$ cat src/design/gpsm_pkg.sv
// ----------------------------------------------------------------------------
// gpsm_pkg: shared types and constants for the square-and-multiply block
// Control handshake structs between controller and datapath, state encoding
// and the chunk size of the shared multiplier.
// ----------------------------------------------------------------------------
package gpsm_pkg;

	// default operand width
	localparam int DATA_WIDTH_DEF = 32;

	// multiplier works on chunks of this many bits per cycle
	localparam int CHUNK_LOG = 5;
	localparam int CHUNK_W   = 1 << CHUNK_LOG;

	// operation mode register values
	localparam logic MODE_ADD = 1'b0;
	localparam logic MODE_MUL = 1'b1;

	// which register the shared operator writes
	typedef enum logic {
		SEL_COMB = 1'b0, // acc = acc op a
		SEL_SQR  = 1'b1  // a = a op a
	} op_sel_t;

	// controller states
	typedef enum logic [2:0] {
		ST_IDLE,
		ST_TEST,
		ST_AFTER,
		ST_MUL_COMB,
		ST_MUL_SQR,
		ST_FINISH
	} state_t;

	// controller to datapath
	typedef struct packed {
		logic    load;    // take a new input transfer
		logic    start;   // begin an operation (first partial product)
		logic    cont;    // continue an operation (further partial products)
		logic    shift;   // shift the exponent count right by one
		logic    capture; // move the finished value to the output register
		op_sel_t sel;
	} dp_cmd_t;

	// datapath to controller
	typedef struct packed {
		logic cnt_zero;    // exponent count is zero
		logic cnt_b0;      // low bit of exponent count
		logic cnt_hi_zero; // count shifted right by one is zero
		logic err;         // zero base with negative exponent in multiply mode
		logic last_start;  // an operation finishes in its start cycle
		logic last_cont;   // the current continuation cycle is the last one
	} dp_status_t;

endpackage

$ cat src/design/gpsm_dpath.sv
// ----------------------------------------------------------------------------
// gpsm_dpath: datapath of the square-and-multiply block
// Holds base, accumulator and exponent count, the shared add/multiply
// operator (chunked for wide operands), the mode register and the result.
// ----------------------------------------------------------------------------
module gpsm_dpath #(
	parameter int DATA_WIDTH = gpsm_pkg::DATA_WIDTH_DEF
) (
	input  logic                   clk,
	input  logic                   arst_n,
	input  logic                   cfg_we,
	input  logic                   cfg_wdata,
	input  logic [DATA_WIDTH-1:0]  base,
	input  logic [DATA_WIDTH-1:0]  exponent,
	input  gpsm_pkg::dp_cmd_t      cmd,
	output gpsm_pkg::dp_status_t   st,
	output logic [DATA_WIDTH-1:0]  result,
	output logic                   divide_error
);
	import gpsm_pkg::*;

	localparam int NCH = (DATA_WIDTH + CHUNK_W - 1) / CHUNK_W;
	localparam int EW  = NCH * CHUNK_W;
	localparam int PW  = (NCH > 1) ? $clog2(NCH) : 1;
	localparam int WW  = EW + 2 * CHUNK_W;

	logic                  op_mode_q;
	logic [DATA_WIDTH-1:0] a_q, acc_q, cnt_q, sum_q, res_q;
	logic                  err_q, res_err_q;
	logic [PW-1:0]         pi_q, pj_q;

	logic                  neg, base_zero, base_unit;
	logic [DATA_WIDTH-1:0] mag, a_ld, acc_ld;
	logic                  err_ld;

	logic [DATA_WIDTH-1:0] x, y, psum, addv, opv;
	logic [EW-1:0]         xe, ye;
	logic [CHUNK_W-1:0]    xc, yc;
	logic [2*CHUNK_W-1:0]  prod;
	logic [WW-1:0]         pwide;
	logic [PW-1:0]         cur_i, cur_j, nxt_i, nxt_j;
	logic [PW:0]           ij;
	logic [PW+CHUNK_LOG:0] shamt;
	logic                  last_cur, busy;

	// input preparation: magnitude of exponent and inverse of base
	always_comb begin
		neg       = exponent[DATA_WIDTH-1];
		mag       = neg ? (DATA_WIDTH'(0) - exponent) : exponent;
		base_zero = (base == '0);
		base_unit = (base == DATA_WIDTH'(1)) || (&base);
		err_ld    = neg && (op_mode_q == MODE_MUL) && base_zero;
		acc_ld    = (op_mode_q == MODE_MUL) ? DATA_WIDTH'(1) : '0;
		if (!neg) begin
			a_ld = base;
		end else if (op_mode_q == MODE_ADD) begin
			a_ld = DATA_WIDTH'(0) - base;
		end else if (base_unit) begin
			a_ld = base;
		end else begin
			a_ld = '0;
		end
	end

	// shared operator: in multiply mode one chunk product plus running sum per cycle, in add mode a plain sum
	always_comb begin
		x     = (cmd.sel == SEL_COMB) ? acc_q : a_q;
		y     = a_q;
		cur_i = cmd.start ? '0 : pi_q;
		cur_j = cmd.start ? '0 : pj_q;
		xe    = EW'(x);
		ye    = EW'(y);
		xc    = xe[cur_i*CHUNK_W +: CHUNK_W];
		yc    = ye[cur_j*CHUNK_W +: CHUNK_W];
		prod  = xc * yc;
		ij    = {1'b0, cur_i} + {1'b0, cur_j};
		shamt = {ij, {CHUNK_LOG{1'b0}}};
		pwide = WW'(prod) << shamt;
		psum  = (cmd.start ? '0 : sum_q) + pwide[DATA_WIDTH-1:0];
		addv  = x + y;
		opv   = (op_mode_q == MODE_MUL) ? psum : addv;
		// next chunk pair, walking only pairs that land below the word width
		if (ij == (PW+1)'(NCH - 1)) begin
			nxt_i = cur_i + PW'(1);
			nxt_j = '0;
		end else begin
			nxt_i = cur_i;
			nxt_j = cur_j + PW'(1);
		end
	end

	// status back to controller
	always_comb begin
		st.cnt_zero    = (cnt_q == '0);
		st.cnt_b0      = cnt_q[0];
		st.cnt_hi_zero = (cnt_q[DATA_WIDTH-1:1] == '0);
		st.err         = err_q;
		st.last_start  = (op_mode_q == MODE_ADD) || (NCH == 1);
		st.last_cont   = (op_mode_q == MODE_ADD) ||
			((pi_q == PW'(NCH - 1)) && (pj_q == '0));
		last_cur       = cmd.start ? st.last_start : st.last_cont;
		busy           = cmd.start || cmd.cont;
	end

	// mode register and chunk pair counters
	always_ff @(posedge clk or negedge arst_n) begin
		if (!arst_n) begin
			op_mode_q <= MODE_MUL;
			pi_q      <= '0;
			pj_q      <= '0;
		end else begin
			if (cfg_we) begin
				op_mode_q <= cfg_wdata;
			end
			if (busy) begin
				pi_q <= nxt_i;
				pj_q <= nxt_j;
			end
		end
	end

	// working registers
	always_ff @(posedge clk) begin
		if (cmd.load) begin
			a_q   <= a_ld;
			acc_q <= acc_ld;
			cnt_q <= mag;
			err_q <= err_ld;
		end else begin
			if (cmd.shift) begin
				cnt_q <= cnt_q >> 1;
			end
			if (busy) begin
				if (!last_cur) begin
					sum_q <= psum;
				end else if (cmd.sel == SEL_COMB) begin
					acc_q <= opv;
				end else begin
					a_q <= opv;
				end
			end
		end
		if (cmd.capture) begin
			res_q     <= err_q ? '0 : acc_q;
			res_err_q <= err_q;
		end
	end

	assign result       = res_q;
	assign divide_error = res_err_q;

endmodule

$ cat src/design/gpsm_ctrl.sv
// ----------------------------------------------------------------------------
// gpsm_ctrl: controller of the square-and-multiply block
// Walks the exponent bits, issues combine and square operations to the
// datapath and owns both stream handshakes.
// ----------------------------------------------------------------------------
module gpsm_ctrl (
	input  logic                  clk,
	input  logic                  arst_n,
	input  logic                  s_tvalid,
	output logic                  s_tready,
	output logic                  m_tvalid,
	input  logic                  m_tready,
	input  gpsm_pkg::dp_status_t  st,
	output gpsm_pkg::dp_cmd_t     cmd
);
	import gpsm_pkg::*;

	state_t state_q, state_d;
	logic   m_tvalid_q;
	logic   out_free;

	// state and output valid registers
	always_ff @(posedge clk or negedge arst_n) begin
		if (!arst_n) begin
			state_q    <= ST_IDLE;
			m_tvalid_q <= 1'b0;
		end else begin
			state_q <= state_d;
			if (cmd.capture) begin
				m_tvalid_q <= 1'b1;
			end else if (m_tready) begin
				m_tvalid_q <= 1'b0;
			end
		end
	end

	// next state and commands
	always_comb begin
		out_free    = !m_tvalid_q || m_tready;
		state_d     = state_q;
		s_tready    = 1'b0;
		cmd.load    = 1'b0;
		cmd.start   = 1'b0;
		cmd.cont    = 1'b0;
		cmd.shift   = 1'b0;
		cmd.capture = 1'b0;
		cmd.sel     = SEL_COMB;
		case (state_q)
			ST_IDLE: begin
				s_tready = 1'b1;
				if (s_tvalid) begin
					cmd.load = 1'b1;
					state_d  = ST_TEST;
				end
			end
			// look at the low exponent bit
			ST_TEST: begin
				if (st.err || st.cnt_zero) begin
					state_d = ST_FINISH;
				end else if (st.cnt_b0) begin
					cmd.start = 1'b1;
					cmd.sel   = SEL_COMB;
					state_d   = st.last_start ? ST_AFTER : ST_MUL_COMB;
				end else begin
					cmd.start = 1'b1;
					cmd.shift = 1'b1;
					cmd.sel   = SEL_SQR;
					state_d   = st.last_start ? ST_TEST : ST_MUL_SQR;
				end
			end
			// combine done, square only if bits remain
			ST_AFTER: begin
				if (st.cnt_hi_zero) begin
					state_d = ST_FINISH;
				end else begin
					cmd.start = 1'b1;
					cmd.shift = 1'b1;
					cmd.sel   = SEL_SQR;
					state_d   = st.last_start ? ST_TEST : ST_MUL_SQR;
				end
			end
			ST_MUL_COMB: begin
				cmd.cont = 1'b1;
				cmd.sel  = SEL_COMB;
				if (st.last_cont) begin
					state_d = ST_AFTER;
				end
			end
			ST_MUL_SQR: begin
				cmd.cont = 1'b1;
				cmd.sel  = SEL_SQR;
				if (st.last_cont) begin
					state_d = ST_TEST;
				end
			end
			// wait for the output register to free up
			ST_FINISH: begin
				if (out_free) begin
					cmd.capture = 1'b1;
					state_d     = ST_IDLE;
				end
			end
			default: begin
				state_d = ST_IDLE;
			end
		endcase
	end

	assign m_tvalid = m_tvalid_q;

endmodule

$ cat src/design/generic_power_square_multiply_top.sv
// ----------------------------------------------------------------------------
// generic_power_square_multiply_top: power of a base by square-and-multiply
// Combines a signed base with itself |exponent| times under add or multiply,
// modulo 2^DATA_WIDTH, with inverse handling for negative exponents.
// ----------------------------------------------------------------------------
//  channel  | direction | signals                 | contents
//  ---------+-----------+-------------------------+---------------------------
//  s_*      | in        | tvalid tready tdata     | base, exponent
//  m_*      | out       | tvalid tready tdata tuser | result, divide_error
//  cfg_*    | in        | we wdata                | op_mode
//
//  The load, then per exponent bit one square and, for a set bit, one
//  combine on the shared operator (the top bit needs no square), then the
//  capture into the output register. Above 32 bits each multiply walks the
//  32-bit chunk pairs whose product lands below the word width.
//  A new transfer is taken once the previous result is in the output register.
//  Reset selects multiply mode; a stalled output holds the result in place.
// ----------------------------------------------------------------------------
module generic_power_square_multiply_top #(
	parameter int DATA_WIDTH = gpsm_pkg::DATA_WIDTH_DEF,
	localparam int IN_TW  = ((2 * DATA_WIDTH + 7) / 8) * 8,
	localparam int OUT_TW = ((DATA_WIDTH + 7) / 8) * 8
) (
	input  logic              clk,
	input  logic              arst_n,
	input  logic              s_tvalid,
	output logic              s_tready,
	input  logic [IN_TW-1:0]  s_tdata,  // base, exponent
	output logic              m_tvalid,
	input  logic              m_tready,
	output logic [OUT_TW-1:0] m_tdata,  // result
	output logic              m_tuser,  // divide_error
	input  logic              cfg_we,
	input  logic              cfg_wdata // op_mode
);
	import gpsm_pkg::*;

	dp_cmd_t               cmd;
	dp_status_t            st;
	logic [DATA_WIDTH-1:0] result;

	// sequencer
	gpsm_ctrl u_ctrl (
		.clk      (clk),
		.arst_n   (arst_n),
		.s_tvalid (s_tvalid),
		.s_tready (s_tready),
		.m_tvalid (m_tvalid),
		.m_tready (m_tready),
		.st       (st),
		.cmd      (cmd)
	);

	// registers and shared operator
	gpsm_dpath #(
		.DATA_WIDTH (DATA_WIDTH)
	) u_dpath (
		.clk          (clk),
		.arst_n       (arst_n),
		.cfg_we       (cfg_we),
		.cfg_wdata    (cfg_wdata),
		.base         (s_tdata[DATA_WIDTH-1:0]),
		.exponent     (s_tdata[2*DATA_WIDTH-1:DATA_WIDTH]),
		.cmd          (cmd),
		.st           (st),
		.result       (result),
		.divide_error (m_tuser)
	);

	// zero padded output word
	assign m_tdata = OUT_TW'(result);

endmodule

$ cat config.mk
export PLATFORM = sky130hd
export DESIGN_NAME = generic_power_square_multiply_top
export DESIGN_NICKNAME = d
export VERILOG_FILES = /design/src/design/gpsm_pkg.sv /design/src/design/gpsm_dpath.sv /design/src/design/gpsm_ctrl.sv /design/src/design/generic_power_square_multiply_top.sv
export SDC_FILE = /design/constraint.sdc
export NUM_CORES = 2
export LEC_CHECK = 0
export ABC_AREA = 1
export CORE_ASPECT_RATIO = 0.75
export CORE_MARGIN = 2
export CORE_UTILIZATION = 30
export DETAILED_ROUTE_END_ITERATION = 10
export DONT_BUFFER_PORTS = 1
export PLACE_DENSITY = 0.46
export SYNTH_ARGS = -nofsm -noshare
export SYNTH_HDL_FRONTEND = slang
export SYNTH_HIERARCHICAL = 1
export SYNTH_SLANG_ARGS = --single-unit
$ cat constraint.sdc
create_clock -name clk -period 10.4 [get_ports clk]
set_input_delay 1.04 -clock clk [delete_from_list [all_inputs] [get_ports clk]]
set_output_delay 1.04 -clock clk [all_outputs]
set_load 0.01 [all_outputs]
==> flow_summary.html <==
<table>
<tr><th>Metric</th><th>Value</th></tr>
<tr><th colspan="2">Global routing</th></tr>
<tr><td>Maximum number of pins on one net before global-route repair</td><td>79</td></tr>
<tr><td>Number of global-route vias before repair</td><td>24800</td></tr>
<tr><td>Total grt overflow</td><td>0</td></tr>
<tr><td>Antenna violations before repair</td><td>6</td></tr>
<tr><td>GRT Resource Usage Total</td><td>23.4%</td></tr>
<tr><td>First-pass GRT wire length</td><td>about 170000 um</td></tr>
<tr><th colspan="2">Detailed routing</th></tr>
<tr><td>Number of nets still failing antenna checks after routing</td><td>0</td></tr>
<tr><td>Vias after detailed routing</td><td>roughly 26000</td></tr>
<tr><td>Detailed Routing Iterations Pass 1</td><td>5</td></tr>
<tr><td>Drt drc</td><td>0</td></tr>
<tr><td>DRT iter0 DRCs</td><td>2357</td></tr>
<tr><td>Vias per cell</td><td>4.80</td></tr>
<tr><td>Post-detailed-routing wire length</td><td>115000 um</td></tr>
<tr><td>WL/cell</td><td>21.5 um</td></tr>
<tr><th colspan="2">Timing</th></tr>
<tr><td>Hold Worst Slack</td><td>0.258 ns</td></tr>
<tr><td>Worst Skew</td><td>0.0176 ns</td></tr>
<tr><td>Setup total negative slack</td><td>0 ns</td></tr>
<tr><td>Worst Tran Pin Value</td><td>approximately 0.87 ns</td></tr>
<tr><td>Final number of max-transition violations</td><td>0</td></tr>
<tr><td>Slew HR</td><td>42.2%</td></tr>
<tr><td>Unrepaired setup endpoints after global routing</td><td>yes</td></tr>
<tr><td>Peak Freq</td><td>98.6 MHz</td></tr>
<tr><td>Shortest clock period the worst path allows after layout</td><td>10.14 ns</td></tr>
<tr><td>Final period utilization</td><td>97.5%</td></tr>
<tr><td>Setup ws final</td><td>0.258 ns</td></tr>
<tr><td>Final hold violations</td><td>0</td></tr>
<tr><td>Final setup violation count</td><td>0</td></tr>
<tr><th colspan="2">Setup path</th></tr>
<tr><td>Startpoint of the lowest-slack register-to-register path</td><td>u_dpath/cnt_q[20]</td></tr>
<tr><td>Critical path startpoint category</td><td>flip-flop</td></tr>
<tr><td>Arrival time of the worst setup path</td><td>10.36 ns</td></tr>
<tr><td>Worst EP required</td><td>10.62 ns</td></tr>
<tr><td>Worst reg2reg path endpoint</td><td>u_dpath/a_q[31]</td></tr>
<tr><td>Reg2reg setup slack</td><td>around 0.26 ns</td></tr>
<tr><td>Highest net fanout along the worst path</td><td>13</td></tr>
<tr><td>Worst setup path category</td><td>reg2reg</td></tr>
<tr><td>Cells on worst reg2reg path</td><td>49</td></tr>
<tr><td>Largest stage delay on the critical path</td><td>0.64 ns</td></tr>
<tr><td>End point of the critical path</td><td>u_dpath/a_q[31]</td></tr>
<tr><td>CP max stage cell</td><td>sky130_fd_sc_hd__fa_2</td></tr>
<tr><td>Critical path launch point</td><td>u_dpath/cnt_q[20]</td></tr>
<tr><td>Setup crit end kind</td><td>flip-flop</td></tr>
<tr><th colspan="2">Logic synthesis</th></tr>
<tr><td>Synthesis warning total</td><td>6</td></tr>
<tr><td>Average instance area after synthesis</td><td>7.81 sq um</td></tr>
<tr><td>Cell count after synthesis</td><td>3656</td></tr>
<tr><td>Post-Synthesis Cell Area</td><td>28600 sq um</td></tr>
<tr><td>Predominant post-synthesis flop cell</td><td>sky130_fd_sc_hd__edfxtp_1</td></tr>
<tr><td>Number of library cell types mapped by synthesis</td><td>68</td></tr>
<tr><td>Number of synthesized register bits</td><td>169</td></tr>
<tr><td>Number of flops mapped to enable cells by yosys</td><td>162</td></tr>
<tr><td>Post-synthesis net count</td><td>between 4000 and 5000</td></tr>
<tr><td>Register area share after synthesis</td><td>between 15 and 20%</td></tr>
<tr><td>Proportion of synthesized flip-flops having asynchronous set or reset</td><td>roughly 4.1%</td></tr>
<tr><th colspan="2">Finish</th></tr>
<tr><td>Layout overhead on the synthesized area</td><td>26.7%</td></tr>
<tr><td>Commonest cells after routing, fill and taps aside</td><td>sky130_fd_sc_hd__inv_1 (714), sky130_fd_sc_hd__nand2_1 (701), sky130_fd_sc_hd__buf_4 (461), sky130_fd_sc_hd__nor2_1 (447), sky130_fd_sc_hd__fa_1 (374)</td></tr>
<tr><td>Post-layout util</td><td>roughly two fifths</td></tr>
<tr><td>Number of nets in the final layout</td><td>4782</td></tr>
<tr><td>Share of post-route cells with drive strength above 1</td><td>22.3%</td></tr>
<tr><td>Leading cell type in the layout, fill and taps excluded</td><td>sky130_fd_sc_hd__inv_1</td></tr>
<tr><th colspan="2">Clock tree</th></tr>
<tr><td>Number of buffers inserted during clock tree synthesis</td><td>17</td></tr>
<tr><td>Maximum buffer depth of the clock tree</td><td>2</td></tr>
<tr><td>Number of sinks on the clock net</td><td>169</td></tr>
<tr><td>TritonCTS clock tree</td><td>built</td></tr>
<tr><td>Number of buffers added to fix hold violations after cts</td><td>0</td></tr>
<tr><td>Clock Root Buffer</td><td>sky130_fd_sc_hd__clkbuf_16</td></tr>
<tr><td>Reg clk slew, reported paths</td><td>roughly 0.070 ns</td></tr>
<tr><td>Number of H-tree levels</td><td>4</td></tr>
<tr><td>Clock insertion delay at the later pin of the skew report</td><td>0.47 ns</td></tr>
<tr><th colspan="2">Die</th></tr>
<tr><td>Starting Density</td><td>30.4%</td></tr>
<tr><td>Die H</td><td>about 270 um</td></tr>
<tr><td>Overall die area</td><td>97700 sq um</td></tr>
<tr><td>Horizontal die dimension</td><td>between 300 and 400 um</td></tr>
<tr><td>Boundary pin count</td><td>105</td></tr>
<tr><td>FP Rows</td><td>97</td></tr>
<tr><td>Core Region</td><td>93800 sq um</td></tr>
<tr><th colspan="2">Placement</th></tr>
<tr><td>Worst slack at placement</td><td>-0.492 ns</td></tr>
<tr><td>Routability congestion estimate from global placement</td><td>0.961</td></tr>
<tr><td>HPWL reported at the end of detailed placement</td><td>97800 um</td></tr>
<tr><td>Port buffer count</td><td>0</td></tr>
<tr><th colspan="2">Worst hold path</th></tr>
<tr><td>Hold/Removal Path Class</td><td>in2async</td></tr>
<tr><th colspan="2">Run status</th></tr>
<tr><td>Run status</td><td>complete, no violations</td></tr>
<tr><th colspan="2">Flow run</th></tr>
<tr><td>Count of maximum capacitance violations</td><td>0</td></tr>
</table>
[critical path, delay by kind of cell (launching register included)]
family | cells | cell delay (ns)
buffers and inverters | 13 | 1.52
xor gates and xnor gates | 1 | 0.18
DFF | 1 | 0.41
AOI/OAI and AO/OA | 8 | 1.17
and+or+nand+nor | 17 | 1.78
adders and majority gates | 10 | 4.80
[metal layers]
layer	share of wire, %	track usage [%]
met5	0.020	0
met1	49	36.2
met2	40	32.1
met3	10	7.35
met4	0.97	2.91
[cell usage after synthesis (10+ instances only)]
cell	n	share of area [%]
sky130_fd_sc_hd__a21oi_1	137	2.4
sky130_fd_sc_hd__a31oi_1	12	0.26
sky130_fd_sc_hd__clkbuf_1	70	0.92
sky130_fd_sc_hd__clkinv_1	19	0.25
sky130_fd_sc_hd__edfxtp_1	162	17
sky130_fd_sc_hd__fa_1	410	29
sky130_fd_sc_hd__ha_1	193	8.5
sky130_fd_sc_hd__inv_1	741	9.7
sky130_fd_sc_hd__inv_2	13	0.17
sky130_fd_sc_hd__nand2_1	732	9.6
sky130_fd_sc_hd__nand2_2	25	0.55
sky130_fd_sc_hd__nand3_1	103	1.8
sky130_fd_sc_hd__nand4_1	25	0.55
sky130_fd_sc_hd__nor2_1	486	6.4
sky130_fd_sc_hd__nor2_2	15	0.33
sky130_fd_sc_hd__nor3_1	38	0.67
sky130_fd_sc_hd__nor4_1	21	0.46
sky130_fd_sc_hd__o21ai_0	171	3.0
sky130_fd_sc_hd__o21ai_1	21	0.37
sky130_fd_sc_hd__o21ai_2	12	0.37
sky130_fd_sc_hd__o22ai_1	10	0.22
sky130_fd_sc_hd__or2_2	11	0.24
sky130_fd_sc_hd__xnor2_1	30	0.92
sky130_fd_sc_hd__xor2_1	76	2.3
[sequential cells by signal, indices dropped and copies added, names as in the netlist]
register              count
u_dpath/pi_q              1
u_ctrl/m_tvalid           1
u_dpath/err_q             1
u_dpath/result           32
u_dpath/a_q              32
u_dpath/sum_q            32
u_ctrl/state_q            3
u_dpath/divide_error      1
u_dpath/op_mode_q         1
u_dpath/cnt_q            32
u_dpath/acc_q            32
u_dpath/pj_q              1
[cells by family after synthesis]
group / synth area share (%)
buffers and inverters: 11.9
other: 0.0131
AO/OA/AOI/OAI: 8.44
multiplexers: 0.0394
adder cells (fa/ha/maj): 37.2
XOR/XNOR: 3.25
AND/OR/NAND/NOR: 21.5
flip-flops: 17.7
[stage by stage]
stage	instances	area, sq um
finish	5360	36200
detailed placement	5291	33700
floorplan	3656	28600
global route	5359	36200
CTS	5325	34500
global placement	5291	33700
[worst min path at each step]
stage | cells after the start | slack, ns | to
6_report | 0 | 0.26 | u_ctrl/state_q[0]
5_1_grt | 0 | 0.23 | u_ctrl/state_q[0]
4_1_cts | 0 | 0.23 | u_ctrl/state_q[0]
3_5_place_dp | 2 | 0.54 | u_dpath/cnt_q[12]
3_3_place_gp | 2 | 0.54 | u_dpath/cnt_q[12]
2_1_floorplan | 2 | 0.52 | u_dpath/result[25]
[what timing repair did]
item                                    4_1_cts  5_1_grt
buffers inserted                              2       30
endpoints found under the hold margin         0        0
endpoints found under the setup margin       33       42
gates resized for setup                      46      345
pin swaps                                     4      118
cloned                                        0        5
[final cells by class]
| type | instances | area [sq um] |
|---|---|---|
| tap | 1237 | 1550 |
| clock buffer | 18 | 429 |
| fill | 9803 | 57600 |
| antenna | 1 | 2.50 |
| inverter | 775 | 2970 |
| timing repair buffer | 528 | 4570 |
| sequential | 169 | 5040 |
| multi-input combinational | 2618 | 21500 |
| clock inverter | 14 | 174 |
Power is left out: the tool's default activity adds up to more than one toggle a clock period on the data nets, which glitch-free logic cannot reach.
